==> src/rtl/jac_pkg.sv <==
// Shared constants and types for the Jacobi symbol block.
package jac_pkg;

    localparam int unsigned OPERAND_WIDTH_DEF = 64;
    localparam int unsigned FIELD_WIDTH       = 64;
    localparam int unsigned S_TDATA_WIDTH     = 2 * FIELD_WIDTH;
    localparam int unsigned M_TDATA_WIDTH     = 8;

    // Two's-complement symbol codes
    localparam logic [1:0] SYM_ZERO = 2'b00;
    localparam logic [1:0] SYM_POS  = 2'b01;
    localparam logic [1:0] SYM_NEG  = 2'b11;

    // Residues that decide the sign flips
    localparam logic [2:0] MOD8_THREE = 3'd3;
    localparam logic [2:0] MOD8_FIVE  = 3'd5;
    localparam logic [1:0] MOD4_THREE = 2'd3;

    typedef struct packed {
        logic start;   // load operands and begin
        logic ack;     // result taken, return to idle
    } jac_ctrl_t;

    typedef struct packed {
        logic       idle;
        logic       done;
        logic [1:0] symbol;
    } jac_stat_t;

endpackage

==> src/rtl/jac_core.sv <==
// Iterative binary Jacobi engine around one shared subtractor.
module jac_core #(
    parameter int unsigned OPERAND_WIDTH = jac_pkg::OPERAND_WIDTH_DEF
) (
    input  logic                       aclk,
    input  logic                       aresetn,
    input  jac_pkg::jac_ctrl_t         ctrl,
    input  logic [OPERAND_WIDTH-1:0]   op_a,
    input  logic [OPERAND_WIDTH-1:0]   op_n,
    output jac_pkg::jac_stat_t         stat
);

    typedef enum logic [1:0] {
        ST_IDLE,
        ST_RUN,
        ST_DONE
    } state_t;

    state_t                     state_reg, state_next;
    logic [OPERAND_WIDTH-1:0]   a_reg, a_next;
    logic [OPERAND_WIDTH-1:0]   n_reg, n_next;
    logic                       neg_reg, neg_next;
    logic [1:0]                 sym_reg, sym_next;

    logic [OPERAND_WIDTH:0]     diff;
    logic                       borrow;

    // Shared subtractor: its borrow doubles as the a < n compare
    assign diff   = {1'b0, a_reg} - {1'b0, n_reg};
    assign borrow = diff[OPERAND_WIDTH];

    always_comb begin
        state_next = state_reg;
        a_next     = a_reg;
        n_next     = n_reg;
        neg_next   = neg_reg;
        sym_next   = sym_reg;
        unique case (state_reg)
            ST_IDLE: begin
                if (ctrl.start) begin
                    a_next   = op_a;
                    n_next   = op_n;
                    neg_next = 1'b0;
                    if (!op_n[0]) begin
                        sym_next   = jac_pkg::SYM_ZERO;
                        state_next = ST_DONE;
                    end else begin
                        state_next = ST_RUN;
                    end
                end
            end
            ST_RUN: begin
                if (a_reg == '0) begin
                    if (n_reg == OPERAND_WIDTH'(1)) begin
                        sym_next = neg_reg ? jac_pkg::SYM_NEG : jac_pkg::SYM_POS;
                    end else begin
                        sym_next = jac_pkg::SYM_ZERO;
                    end
                    state_next = ST_DONE;
                end else if (!a_reg[0]) begin
                    // halve a; (2/n) is -1 for n = 3 or 5 mod 8
                    a_next = a_reg >> 1;
                    if (n_reg[2:0] == jac_pkg::MOD8_THREE ||
                        n_reg[2:0] == jac_pkg::MOD8_FIVE) begin
                        neg_next = ~neg_reg;
                    end
                end else if (borrow) begin
                    // reciprocity swap, both odd
                    a_next = n_reg;
                    n_next = a_reg;
                    if (a_reg[1:0] == jac_pkg::MOD4_THREE &&
                        n_reg[1:0] == jac_pkg::MOD4_THREE) begin
                        neg_next = ~neg_reg;
                    end
                end else begin
                    // a >= n, both odd: subtract leaves an even value
                    a_next = diff[OPERAND_WIDTH-1:0];
                end
            end
            ST_DONE: begin
                if (ctrl.ack) begin
                    state_next = ST_IDLE;
                end
            end
            default: begin
                state_next = ST_IDLE;
            end
        endcase
    end

    always_ff @(posedge aclk) begin
        if (!aresetn) begin
            state_reg <= ST_IDLE;
            sym_reg   <= jac_pkg::SYM_ZERO;
        end else begin
            state_reg <= state_next;
            sym_reg   <= sym_next;
        end
        a_reg   <= a_next;
        n_reg   <= n_next;
        neg_reg <= neg_next;
    end

    assign stat.idle   = (state_reg == ST_IDLE);
    assign stat.done   = (state_reg == ST_DONE);
    assign stat.symbol = sym_reg;

endmodule

==> src/rtl/jacobi_symbol_top.sv <==
// Top level of the Jacobi symbol block: stream ports and result register.
// An even or zero modulus yields symbol 0 without iterating; otherwise the
//   engine runs the halvings, subtractions and swaps of the binary Jacobi
//   loop, data dependent.
// Throughput: one item at a time; the subtractor loop and m_tready set the rate.
// Reset: aresetn is synchronous, active low, and empties engine and output.
module jacobi_symbol_top #(
    parameter int unsigned OPERAND_WIDTH = jac_pkg::OPERAND_WIDTH_DEF
) (
    input  logic                                aclk,
    input  logic                                aresetn,
    // s_tdata: argument_a [63:0], modulus_n [127:64]
    input  logic                                s_tvalid,
    output logic                                s_tready,
    input  logic [jac_pkg::S_TDATA_WIDTH-1:0]   s_tdata,
    // m_tdata: symbol_value [1:0], zero fill [7:2]
    output logic                                m_tvalid,
    input  logic                                m_tready,
    output logic [jac_pkg::M_TDATA_WIDTH-1:0]   m_tdata
);

    jac_pkg::jac_ctrl_t     ctrl;
    jac_pkg::jac_stat_t     stat;

    logic [OPERAND_WIDTH-1:0]   op_a;
    logic [OPERAND_WIDTH-1:0]   op_n;
    logic                       out_free;
    logic                       m_tvalid_reg, m_tvalid_next;
    logic [1:0]                 sym_reg, sym_next;

    // Cut both operands to the working width
    assign op_a = s_tdata[OPERAND_WIDTH-1:0];
    assign op_n = s_tdata[jac_pkg::FIELD_WIDTH +: OPERAND_WIDTH];

    // Take a new transfer whenever the engine is idle, even while a result waits
    assign s_tready = stat.idle;

    // Output register is free when empty or being drained this cycle
    assign out_free  = !m_tvalid_reg || m_tready;
    assign ctrl.start = s_tvalid && stat.idle;
    assign ctrl.ack   = stat.done && out_free;

    jac_core #(
        .OPERAND_WIDTH (OPERAND_WIDTH)
    ) u_core (
        .aclk    (aclk),
        .aresetn (aresetn),
        .ctrl    (ctrl),
        .op_a    (op_a),
        .op_n    (op_n),
        .stat    (stat)
    );

    always_comb begin
        m_tvalid_next = m_tvalid_reg;
        sym_next      = sym_reg;
        if (ctrl.ack) begin
            // move the finished symbol into the output register
            m_tvalid_next = 1'b1;
            sym_next      = stat.symbol;
        end else if (m_tready) begin
            // drop the result once its transfer completes
            m_tvalid_next = 1'b0;
        end
    end

    always_ff @(posedge aclk) begin
        if (!aresetn) begin
            m_tvalid_reg <= 1'b0;
        end else begin
            m_tvalid_reg <= m_tvalid_next;
        end
        sym_reg <= sym_next;
    end

    assign m_tvalid = m_tvalid_reg;
    assign m_tdata  = {{(jac_pkg::M_TDATA_WIDTH - 2){1'b0}}, sym_reg};

endmodule

==> config.mk <==
export PLATFORM = sky130hd
export DESIGN_NAME = jacobi_symbol_top
export DESIGN_NICKNAME = d
export VERILOG_FILES = /design/src/rtl/jac_pkg.sv /design/src/rtl/jac_core.sv /design/src/rtl/jacobi_symbol_top.sv
export SDC_FILE = /design/constraint.sdc
export NUM_CORES = 1
export LEC_CHECK = 0
export ABC_CLOCK_PERIOD_IN_PS = 9300
export BUFFER_PORTS_ARGS = -buffer_cell sky130_fd_sc_hd__buf_2
export CAP_MARGIN = 20
export CORE_MARGIN = 2
export CORE_UTILIZATION = 56
export CTS_BUF_LIST = sky130_fd_sc_hd__clkbuf_2 sky130_fd_sc_hd__clkbuf_4 sky130_fd_sc_hd__clkbuf_8
export DETAILED_ROUTE_END_ITERATION = 12
export PLACE_DENSITY = 0.89
export SLEW_MARGIN = 30
export SYNTH_ARGS = -nofsm -noshare
export SYNTH_HDL_FRONTEND = slang
export SYNTH_SLANG_ARGS = --single-unit
==> constraint.sdc <==
create_clock -name aclk -period 9.3 [get_ports aclk]
set_input_delay 0.93 -clock aclk [delete_from_list [all_inputs] [get_ports aclk]]
set_output_delay 0.93 -clock aclk [all_outputs]
set_load 0.05 [all_outputs]
== Word-level counts from Yosys, hierarchy flattened ==
Index checks and enable logic that the tools add are counted.
Storage, ports and cells
  register bits: 136
  bits in latches: 0
  bits in writable memories: 0
  bits in read-only memories: 0
  input port bits: 132
  output and inout bits: 10
  memories kept: 0
Cells by class
  add/subtract/negate cells: 1
  multiply operators: 0
  div/mod/pow operators: 0
  magnitude comparators: 0
  eq/ne operators: 17
  shift-type cells: 0
  multiplexer cells: 30
  bitwise gates (word level): 1
  reduce and logical (&&, ||, !) cells: 15
Operator list (count)
  $mux W64: 8
  $pmux W64 S2: 2
  $sub A64 B64 Y65: 1
  $eq A64 B1 Y1 const B: 1
  $logic_not A64 Y1: 1
  $mux W2: 9
  $mux W1: 8
  $ne A2 B1 Y1 const B: 4
  $eq A2 B2 Y1 const B: 3
  $ne A2 B2 Y1 const B: 3
  $ne A3 B3 Y1 const B: 2
  $pmux W2 S3: 1
  $reduce_and A3 Y1: 2
  $reduce_and A6 Y1: 1
  $reduce_and A5 Y1: 1
  $pmux W2 S2: 1
  $reduce_and A4 Y1: 1
  $reduce_bool A2 Y1: 2
  $eq A3 B2 Y1 const B: 1
  $eq A3 B3 Y1 const B: 1
  $logic_and A1 B1 Y1: 3
  $ne A3 B1 Y1 const B: 1
  $eq A2 B1 Y1 const B: 1
  $logic_not A2 Y1: 1
  4 further kinds: 5

== Depth between registers and ports, before layout ==
Gate-level depths: netlist of the first run.
  depth in word-level cells: 7
  depth in mapped cells: 19
  mapped depth without buffers: 14

== By module ==
Synthesis of the first run repeated with hierarchy kept, for this count alone.
Unflattened totals
  cells, all modules: 1376
  area total of the unflattened synthesis: 11265.8 um2
Modules (own cells, without submodules)
  jac_core: times used 1, cells an instance 1362, area an instance 11103.1 um2, sequential area each 3953.8 um2
  jacobi_symbol_top: times used 1, cells an instance 14, area an instance 162.7 um2, sequential area each 80.1 um2

== Worst setup path after synthesis of the first run ==
No wires, ideal clock.
  path kind: reg-to-reg
  from: reg u_core.a_reg[0]
  to: reg u_core.n_reg[0] (enable)
  library setup time: 486 ps
  arrival time: 6252 ps
  required time: 8814 ps
  path slack: 2562 ps
  stages on the path, launching flop included: 19
  buffers on the path: 5
  period minus slack after synthesis: 6738 ps
  cells stage by stage: edfxtp_1 clkbuf_1 inv_1 clkbuf_1 clkbuf_1 ha_1 fa_1 nand2b_1 a21oi_1 o21ai_0 o2111ai_1 a21boi_1 nor4_4 a41oi_2 o31a_1 buf_6 clkbuf_1 a21oi_1 nor2_1
On the way
  cells in the longest elaborated chain, start to end: 3
Ends and longest elaborated chain
  start, declared: line jac_core.sv:20  | logic [OPERAND_WIDTH-1:0] a_reg, a_next;
  start signal, assigned: line jac_core.sv:99  | a_reg <= a_next;
  $sub A64 B64 Y65 / $logic_not A64 Y1 (equally long branches): line jac_core.sv:29, jac_core.sv:53
  $ne A2 B1 Y1 (no line) / $ne A2 B2 Y1 (equally long branches)
  $reduce_and A5 Y1 (no line) *
  end signal, assigned: line jac_core.sv:100  | n_reg <= n_next;
  end, declared: line jac_core.sv:21  | logic [OPERAND_WIDTH-1:0] n_reg, n_next;
Mark *: on every way between the ends. The rest lies on a longest branch, timed or not.
A chain may end at the register's enable or synchronous reset.

== Final worst setup path of the first run ==
  from: reg u_core.n_reg[0]
  to: reg u_core.a_reg[46], data pin
On the way
  cells in the longest elaborated chain, start to end: 5
Ends and longest elaborated chain
  $sub A64 B64 Y65: line jac_core.sv:29  | assign diff = {1'b0, a_reg} - {1'b0, n_reg};
  $mux W64: line jac_core.sv:67  | end else if (borrow) begin
  $mux W64: line jac_core.sv:60  | end else if (!a_reg[0]) begin
  $mux W64: line jac_core.sv:53  | if (a_reg == '0) begin
  $pmux W64 S2: line jac_core.sv:38  | unique case (state_reg)
  via u_core.a_next[46]: line jac_core.sv:20
The timed path passes the listed nets, and every way through them passes these cells. The select of a mux whose other input is x is not followed.

==> run metrics, run 1 <==
result of the run=complete, no violations; most used cell, CP=o21ai_0; total global routing overflow=0; FF-to-FF path depth=14; Post-Syn Instances=1390; Die Footprint=21000 um^2; most common library cells after synthesis=308 x nand2_1, 131 x edfxtp_1, 120 x a21oi_1; I/O pins=142; estimated wirelength of the detail-placed design=24.1 mm; via count of the routed design=11000; Critical Path End Type=flip-flop; count of placed standard cells in the final layout, fillers left out=1754; # diodes=0; cell breakdown of the critical path=ha_1, fa_1, nand2b_1, a21oi_1, o21ai_0, o2111ai_1, a21boi_1, nor4_4, a41oi_2, o31a_2, buf_4, nor2_2, a22oi_1, o21ai_0; synthesized flop and latch total=136; total track usage=0.323; startpoint types=flip-flop; slew at the pin closest to its max-slew limit=1.01 ns; setup TNS=0 ns; DR iter-0 viols=1439; Filler cells=1658; top cell family by delay on the critical path=compound AO/OA/AOI/OAI gates; worst clock skew=0.0155 ns; Resized cells post-CTS=0; Hold Buf Count CTS=0; number of setup violations in the final report=0; post-synthesis average cell area=7.99 um^2; dominant cell by count in the synthesized netlist=nand2_1; master of the slowest instance on the critical path=nor2_2; TritonCTS buffer count=17; height of the die=145 um; number of buffers inserted by port buffering=135; maximum root-to-sink buffer count=2; setup repair after global routing missed its margin=no; Achievable Freq=213 MHz; Leakage Power=5.27 nW; maximum fanout count along the critical path=64; chip width=145 um; average detailed-routed wire length per instance=19.1 um; logic depth of the worst path, buffers included=14; worst hold path startpoint=u_core.sym_reg[1]; ratio of cells with drive above 1 in the final layout=0.128; global-route wire length before repair=52.4 mm; Hold Crit Endpoint=sym_reg[1]; number of buffers inserted to repair setup after CTS=0; number of DRC violations after detailed routing=0; Initial Utilization=0.571; worst slack, placed=4.73 ns; Skew-Pair Late Insertion Delay=0.48 ns; share of synthesized registers carrying an async set or reset=0; footprint of the multi-input gates=6450 um^2; largest stage delay on the critical path=0.84 ns; number of synthesized flops with an enable pin=131; Pwr per Cell Area=200 nW/um^2; ranking of synthesized cells by area=edfxtp_1 35%, nand2_1 10%, ha_1 7.2%, a21oi_1 5.4%, o21ai_0 4.9%; arrival time of data at the critical path endpoint=5.01 ns; post-synth cell types=74; maximum number of pins on one net before global-route repair=99; share of the synthesized area in the top cell type=0.354; Hold Path Cell Cnt=0; IR drop worst, VDD=0.114 mV; post-synthesis cell area=11100 um^2; Final Hold Vio Count=0; Synth Flop Type=edfxtp_1; via count of the first global-routing pass=10200; final WL=33.5 mm; Max Cap Violations=0; CTS tree=built; placed cell count=1722; Root Buffer=clkbuf_8; crit path setup slack, layout=4.60 ns; ANT nets after route=0; num rows=51; 1st-pass router iterations=6; cell accounting for the most synthesized area=edfxtp_1; net count reported at finish=1673; area of the core=19500 um^2; worst relative slew slack=0.318; total area of sequential cells=4030 um^2; yosys synthesis warning count=0; vias per cell=6.27; number of antenna violations at the first check in global routing=0; Worst Setup Path Type=flip-flop to flip-flop; Reg-to-Reg End=u_core.a_reg[46]; Period minus WS final=4.70 ns; GP Congestion=0.992; worst reg2reg startpoint=u_core.n_reg[0]; clk slew on worst S/H paths=0.08 ns; Register-to-Register Setup Slack=4.60 ns; part of the Yosys area used for sequential elements=0.363; Final period util=0.505; critical path data required time=9.61 ns; class of the tightest hold or removal check=flip-flop to flip-flop; Area Overhead vs Synth=10.8%; buffering stage count on the worst path with inverters included=1; H-tree levels=4; sink count of the clock tree=136; Final Slew Violations=0
-- worst max path at each step --
stage | from | to
detailed placement | u_core.n_reg[0] | u_core.a_reg[35]
global route | u_core.n_reg[0] | u_core.a_reg[21]
finish | u_core.n_reg[0] | u_core.a_reg[46]
floorplan | u_core.a_reg[0] | u_core.n_reg[0]
CTS | u_core.n_reg[0] | u_core.a_reg[35]
global placement | u_core.n_reg[0] | u_core.a_reg[39]
-- kinds of logic (layout without fill, tap and decap cells) --
logic type               after synthesis  in the layout  synth area share
buffers and inverters                169            263            0.0612
adder cells (fa/ha/maj)               65             65            0.0739
XOR/XNOR                              56             56            0.0442
AO/OA/AOI/OAI                        416            416             0.237
multiplexers                           2              2           0.00192
other                                  1              6          0.000338
flip-flops                           136            136             0.363
AND/OR/NAND/NOR                      545            545             0.219
-- cells in the final DEF, fill, tap and decap left out, types with 14 or more instances in the layout --
cell type and n:
nor4_1 37, inv_1 84, buf_2 135, clkbuf_8 17, nand4_1 24, nand3_1 18
nor3_1 39, a21oi_1 120, o21bai_1 15, a22oi_1 14, a21o_1 30, xor2_1 24
ha_1 64, nor2_1 68, o21ai_0 108, o221ai_1 15, xnor2_1 32, nand2_1 308
edfxtp_1 131, a211oi_1 27
-- power by group --
group	total, mW	switching [mW]	internal [mW]
clock	0.540	0.245	0.295
combinational	1.05	0.670	0.383
sequential	0.863	0.0836	0.779
-- layer usage --
layer,vias to the layer above,GRT usage,wire length (um)
met1,5011,0.461,14200
met5,-,0,0
met2,697,0.477,14400
met3,77,0.0684,3930
li1,5221,-,-
met4,0,0.134,986
-- area by class of cell --
type,instances,share of cell area
multi-input combinational,1090,0.525
sequential,136,0.328
timing repair buffer,145,0.0610
tap,265,0.0269
inverter,86,0.0262
clock buffer,20,0.0208
clock inverter,12,0.0127
-- through the flow --
| stage | cell area [um^2] | utilization | hold WS (ns) | power (mW) |
|---|---|---|---|---|
| global route | 12300 | 0.632 | 0.466 | 2.59 |
| finish | 12300 | 0.632 | 0.449 | 2.46 |
| detailed placement | 11900 | 0.611 | 0.428 | 1.89 |
| floorplan | 11100 | - | 0.408 | 1.62 |
| global placement | 11900 | 0.611 | 0.415 | 1.87 |
| CTS | 12300 | 0.632 | 0.446 | 2.42 |
No activity file was read; power rests on OpenSTA's default activity.
==> run 2: changes to the inputs <==
- ABC_CLOCK_PERIOD_IN_PS: 9300 -> 4800
- clock period: 9.3 -> 4.8 ns (I/O delays scaled with it)
==> run 2 against run 1 <==
Sequential power rose by 94%. Largest power group unchanged. Largest cell class unchanged. Worst hold slack got worse by 0.19 ns. Critical path type unchanged. Total power rose by 98%.
==> run metrics, run 2 (synthesized netlist as in run 1, its figures left out) <==
final WL=34.7 mm (+3.5%); H-tree levels=4 (unchanged); Critical Path End Type=flip-flop; crit path setup slack, layout=0.419 ns (-4.18 ns); Max Cap Violations=0 (unchanged); maximum root-to-sink buffer count=2 (unchanged); slew at the pin closest to its max-slew limit=0.955 ns (-0.0596 ns); clk slew on worst S/H paths=0.09 ns (about the same); Period minus WS final=4.38 ns (-0.317 ns); placed cell count=1724 (+0.12%); 1st-pass router iterations=9 (+3); num rows=51 (unchanged); Final Hold Vio Count=0 (unchanged); Skew-Pair Late Insertion Delay=0.48 ns (about the same); result of the run=complete, no violations; GP Congestion=1.00 (+1.2%); most frequent standard cell in the layout excluding fill and tap cells=nand2_1; chip width=145 um (unchanged); number of setup violations in the final report=0 (unchanged); height of the die=145 um (unchanged); Final Slew Violations=0 (unchanged); number of antenna violations at the first check in global routing=0 (unchanged); Resized cells post-CTS=0 (unchanged); Min Hold Slack=0.262 ns (-0.187 ns); global-route wire length before repair=54.1 mm (+3.4%); # diodes=0 (unchanged); DR iter-0 viols=1163 (-19%); post-layout util=0.636 (+0.00399); TritonCTS buffer count=17 (unchanged); Die Footprint=21000 um^2 (unchanged); average detailed-routed wire length per instance=19.8 um (+3.4%); Pwr per Cell Area=393 nW/um^2 (+97%); worst relative slew slack=0.363 (+0.0460); I/O pins=142 (unchanged); setup repair after global routing missed its margin=no; number of DRC violations after detailed routing=0 (unchanged); startpoint types=flip-flop; estimated wirelength of the detail-placed design=25.1 mm (+4.0%); final instance area=12400 um^2 (+0.63%); worst clock skew=0.0161 ns (+0.000677 ns); count of placed standard cells in the final layout, fillers left out=1756 (+0.11%); total track usage=0.333 (+0.0101); maximum fanout count along the critical path=5 (-92%); via count of the routed design=11100 (+1.0%); Overall Power=4.87 mW (+98%); IR drop worst, VDD=0.211 mV (+86%); Root Buffer=clkbuf_8; sink count of the clock tree=136 (unchanged); critical path data required time=5.04 ns (-4.57 ns); setup TNS=0 ns (unchanged); vias per cell=6.33 (+0.91%); Final period util=0.913 (+0.408); Achievable Freq=228 MHz (+7.2%); Leakage Power=5.30 nW (+0.54%); maximum number of pins on one net before global-route repair=99 (unchanged); CTS tree=built; ANT nets after route=0 (unchanged); placed inst area=11900 um^2 (+0.26%); area of the core=19500 um^2 (unchanged); number of buffers inserted by port buffering=135 (unchanged); Filler cells=1704 (+2.8%); most frequent cells in the layout=308 x nand2_1, 135 x buf_2, 131 x edfxtp_1, 120 x a21oi_1, 108 x o21ai_0; Initial Utilization=0.571 (unchanged); total global routing overflow=0 (unchanged); number of buffers inserted to repair setup after CTS=0 (unchanged); via count of the first global-routing pass=10100 (-0.45%); Area Overhead vs Synth=11.5%; class of the tightest hold or removal check=primary input to flip-flop; Worst Setup Path Type=flip-flop to flip-flop; ratio of cells with drive above 1 in the final layout=0.132 (+0.00452); net count reported at finish=1675 (+0.12%); Hold Buf Count CTS=0 (unchanged); arrival time of data at the critical path endpoint=4.62 ns (-0.39 ns); worst slack, placed=0.516 ns (-4.22 ns)
run 2: cell types whose count changed in the layout (fill, tap and decap cells not counted), sizes merged:
cell,before,now
clkinvlp,1,4
clkbuf,20,22
buf,145,147
clkinv,7,2
run 2: per-layer routing:
metal  share of wire  track usage  vias up  wire length, um
met2            0.42        0.489      707            14600
met1            0.43        0.498     5107            15100
met4           0.030        0.112        0             1050
li1                -            -     5219                -
met3            0.11       0.0573       86             3950
met5               0            0        -                0
run 2: final cells by class:
class / instances / area (um^2) / share of cell area
clock buffers: 22 / 297 / 0.0239
clock inverters: 10 / 168 / 0.0135
inverters: 86 / 323 / 0.0261
multi-input cells: 1090 / 6450 / 0.521
flip-flops and latches: 136 / 4030 / 0.326
well taps: 265 / 332 / 0.0268
repair buffers: 147 / 778 / 0.0628
run 2: power by group:
part	internal, mW	switching [mW]	leakage (nW)
clock	0.629	0.504	0.221
combinational	0.747	1.32	3.76
sequential	1.51	0.167	1.32
run 2: worst paths after layout:
kind / depth (start not counted) / end / slack [ns] / startpoint
worst min register to register: 0 / sym_reg[1] / 0.43 / u_core.sym_reg[1]
worst max-delay path: 13 / u_core.a_reg[50] / 0.42 / u_core.n_reg[0]
worst max register to register: 13 / u_core.a_reg[50] / 0.42 / u_core.n_reg[0]
worst min-delay path: 3 / u_core.n_reg[44] / 0.26 / s_tdata[108]
run 2: worst max-delay path, cell delays in order, from the launching register on:
cell and delay [ns]:
edfxtp_1 0.48, ha_1 0.28, fa_1 0.40, nand2b_1 0.18
a21oi_1 0.18, o21ai_0 0.22, nand2_1 0.18, a41oi_1 0.34
o31ai_1 0.74, a21o_1 0.29, inv_1 0.05, o41ai_1 0.34
xor2_1 0.13, a221o_1 0.33
==> run 3: changes to the inputs <==
- REMOVE_ABC_BUFFERS: unset -> 1
==> run 3 against run 2 <==
Register-to-register slack lost 0.04 ns. Non-clock buffer count up 10. Setup slack got worse by 0.041 ns. Critical endpoint is now u_core.a_reg[5]. First-iteration DRC count is 23% lower. Clock power is 15% lower. Highest routed layer unchanged. Cell count rose by 0.57%. Largest power group unchanged.
==> run metrics, run 3 (synthesized netlist as in run 1, its figures left out) <==
via count of the routed design=11000 (-1.0%); Die Footprint=21000 um^2 (unchanged); Final period util=0.921 (+0.00854); number of buffers inserted to repair setup after CTS=0 (unchanged); clock share of power=0.204 (-0.029); worst relative slew slack=0.364 (+0.000631); IR drop worst, VDD=0.189 mV (-11%); Register-to-Register Setup Slack=0.38 ns (-0.04 ns); H-tree levels=4 (unchanged); net switching power=2.01 mW (+1.1%); Final Hold Vio Count=0 (unchanged); final WL=35.0 mm (+0.87%); internal power=2.72 mW (-5.7%); Resized cells post-CTS=0 (unchanged); placed cell count=1734 (+0.58%); Pwr per Cell Area=382 nW/um^2 (-2.8%); maximum root-to-sink buffer count=2 (unchanged); most frequent cells in the layout=308 x nand2_1, 135 x buf_2, 131 x edfxtp_1, 120 x a21oi_1, 108 x o21ai_0; GP Congestion=0.973 (-3.1%); fraction of power spent switching nets=0.425 (+0.0169); worst slack, placed=0.275 ns (-0.242 ns); setup repair after global routing missed its margin=no; count of placed standard cells in the final layout, fillers left out=1766 (+0.57%); global route hottest layer=met2; Overall Power=4.73 mW (-2.9%); vias per cell=6.23 (-1.6%); Achievable Freq=226 MHz (-0.93%); Critical Path End Type=flip-flop; Root Buffer=clkbuf_8; Hold Buf Count CTS=0 (unchanged); height of the die=145 um (unchanged); global-route wire length before repair=53.5 mm (-1.2%); I/O pins=142 (unchanged); total global routing overflow=0 (unchanged); Period minus WS final=4.42 ns (+0.0410 ns); Initial Utilization=0.571 (unchanged); DR iter-0 viols=897 (-23%); Final Slew Violations=0 (unchanged); via count of the first global-routing pass=10100 (-0.26%); number of buffers inserted by port buffering=135 (unchanged); average detailed-routed wire length per instance=19.8 um (+0.30%); Area Overhead vs Synth=11.3%; slew at the pin closest to its max-slew limit=0.954 ns (-0.000947 ns); number of DRC violations after detailed routing=0 (unchanged); result of the run=complete, no violations; CTS tree=built; estimated wirelength of the detail-placed design=26.0 mm (+3.6%); number of setup violations in the final report=0 (unchanged); GRT met2 Usage=0.547 (+0.0586); Skew-Pair Late Insertion Delay=0.48 ns (about the same); class of the tightest hold or removal check=primary input to flip-flop; met3 routing resource usage after global routing=0.0612 (+0.00395); sink count of the clock tree=136 (unchanged); maximum number of pins on one net before global-route repair=85 (-14%); Max Cap Violations=0 (unchanged); Logic pwr share=0.442 (+0.018); most frequent standard cell in the layout excluding fill and tap cells=nand2_1; chip width=145 um (unchanged); # diodes=0 (unchanged); TritonCTS buffer count=17 (unchanged); setup TNS=0 ns (unchanged); maximum fanout count along the critical path=20 (+15); arrival time of data at the critical path endpoint=4.75 ns (+0.13 ns); worst clock skew=0.0162 ns (+0.00000730 ns); ANT nets after route=0 (unchanged); startpoint types=flip-flop; Leakage Power=5.30 nW (about the same); net count reported at finish=1685 (+0.60%); critical path data required time=5.13 ns (+0.09 ns); Worst Setup Path Type=flip-flop to flip-flop; number of antenna violations at the first check in global routing=0 (unchanged); area of the core=19500 um^2 (unchanged); total track usage=0.333 (-0.000705); met1 usage=0.438 (-0.0600); num rows=51 (unchanged); clk slew on worst S/H paths=0.09 ns (about the same); 1st-pass router iterations=5 (-4); ratio of cells with drive above 1 in the final layout=0.137 (+0.00512); crit path setup slack, layout=0.378 ns (-0.0410 ns); Sequential Power Share=0.354 (+0.010)
==> run 3: metal layers <==
metal / vias up / part of all wire / wire (um)
li1: 5240 / - / -
met1: 5120 / 0.42 / 14700
met2: 570 / 0.46 / 16300
met3: 76 / 0.083 / 2910
met4: 0 / 0.032 / 1140
met5: - / 0 / 0
==> run 3: layout make-up <==
type,count,area (um^2)
clock buffer,19,262
clock inverter,13,121
fill,1691,7100
inverter,86,323
multi-input combinational,1090,6450
sequential,136,4030
tap,265,332
timing repair buffer,157,841
==> run 3: final timing paths <==
| path | start | to | cells after the start |
|---|---|---|---|
| max | u_core.n_reg[0] | u_core.a_reg[5] | 15 |
| min | s_tdata[107] | u_core.n_reg[43] | 3 |
| min reg2reg | u_core.sym_reg[1] | sym_reg[1] | 0 |
| max reg2reg | u_core.n_reg[0] | u_core.a_reg[5] | 15 |
==> run 3: critical path, stage by stage (launching register included) <==
cell,delay (ns)
edfxtp_1,0.46
ha_1,0.27
fa_1,0.39
nand2b_1,0.17
a21oi_1,0.16
o21ai_0,0.23
o2111ai_1,0.19
a21boi_1,0.09
buf_4,0.16
nor4_4,0.30
a41oi_2,0.27
o31a_2,0.61
buf_4,0.27
buf_4,0.19
o311a_1,0.35
o21ai_1,0.15
==> run 3: power groups by stage <==
stage	Clock (mW)	Combinational (mW)	Sequential [mW]
final	0.963	2.09	1.67
after global placement	0	2.01	1.68
after global routing	1.01	2.29	1.68
after floorplan	0	1.48	1.63
after detailed placement	0	2.03	1.69
after CTS	0.968	2.05	1.66
==> run 3: through the flow <==
stage           util  hold WS, ns  instance area, um^2
4_1_cts        0.635        0.250                12400
3_5_place_dp   0.615        0.426                12000
2_1_floorplan      -        0.408                10800
5_1_grt        0.635        0.260                12400
3_3_place_gp   0.615        0.416                12000
6_report       0.635        0.265                12400
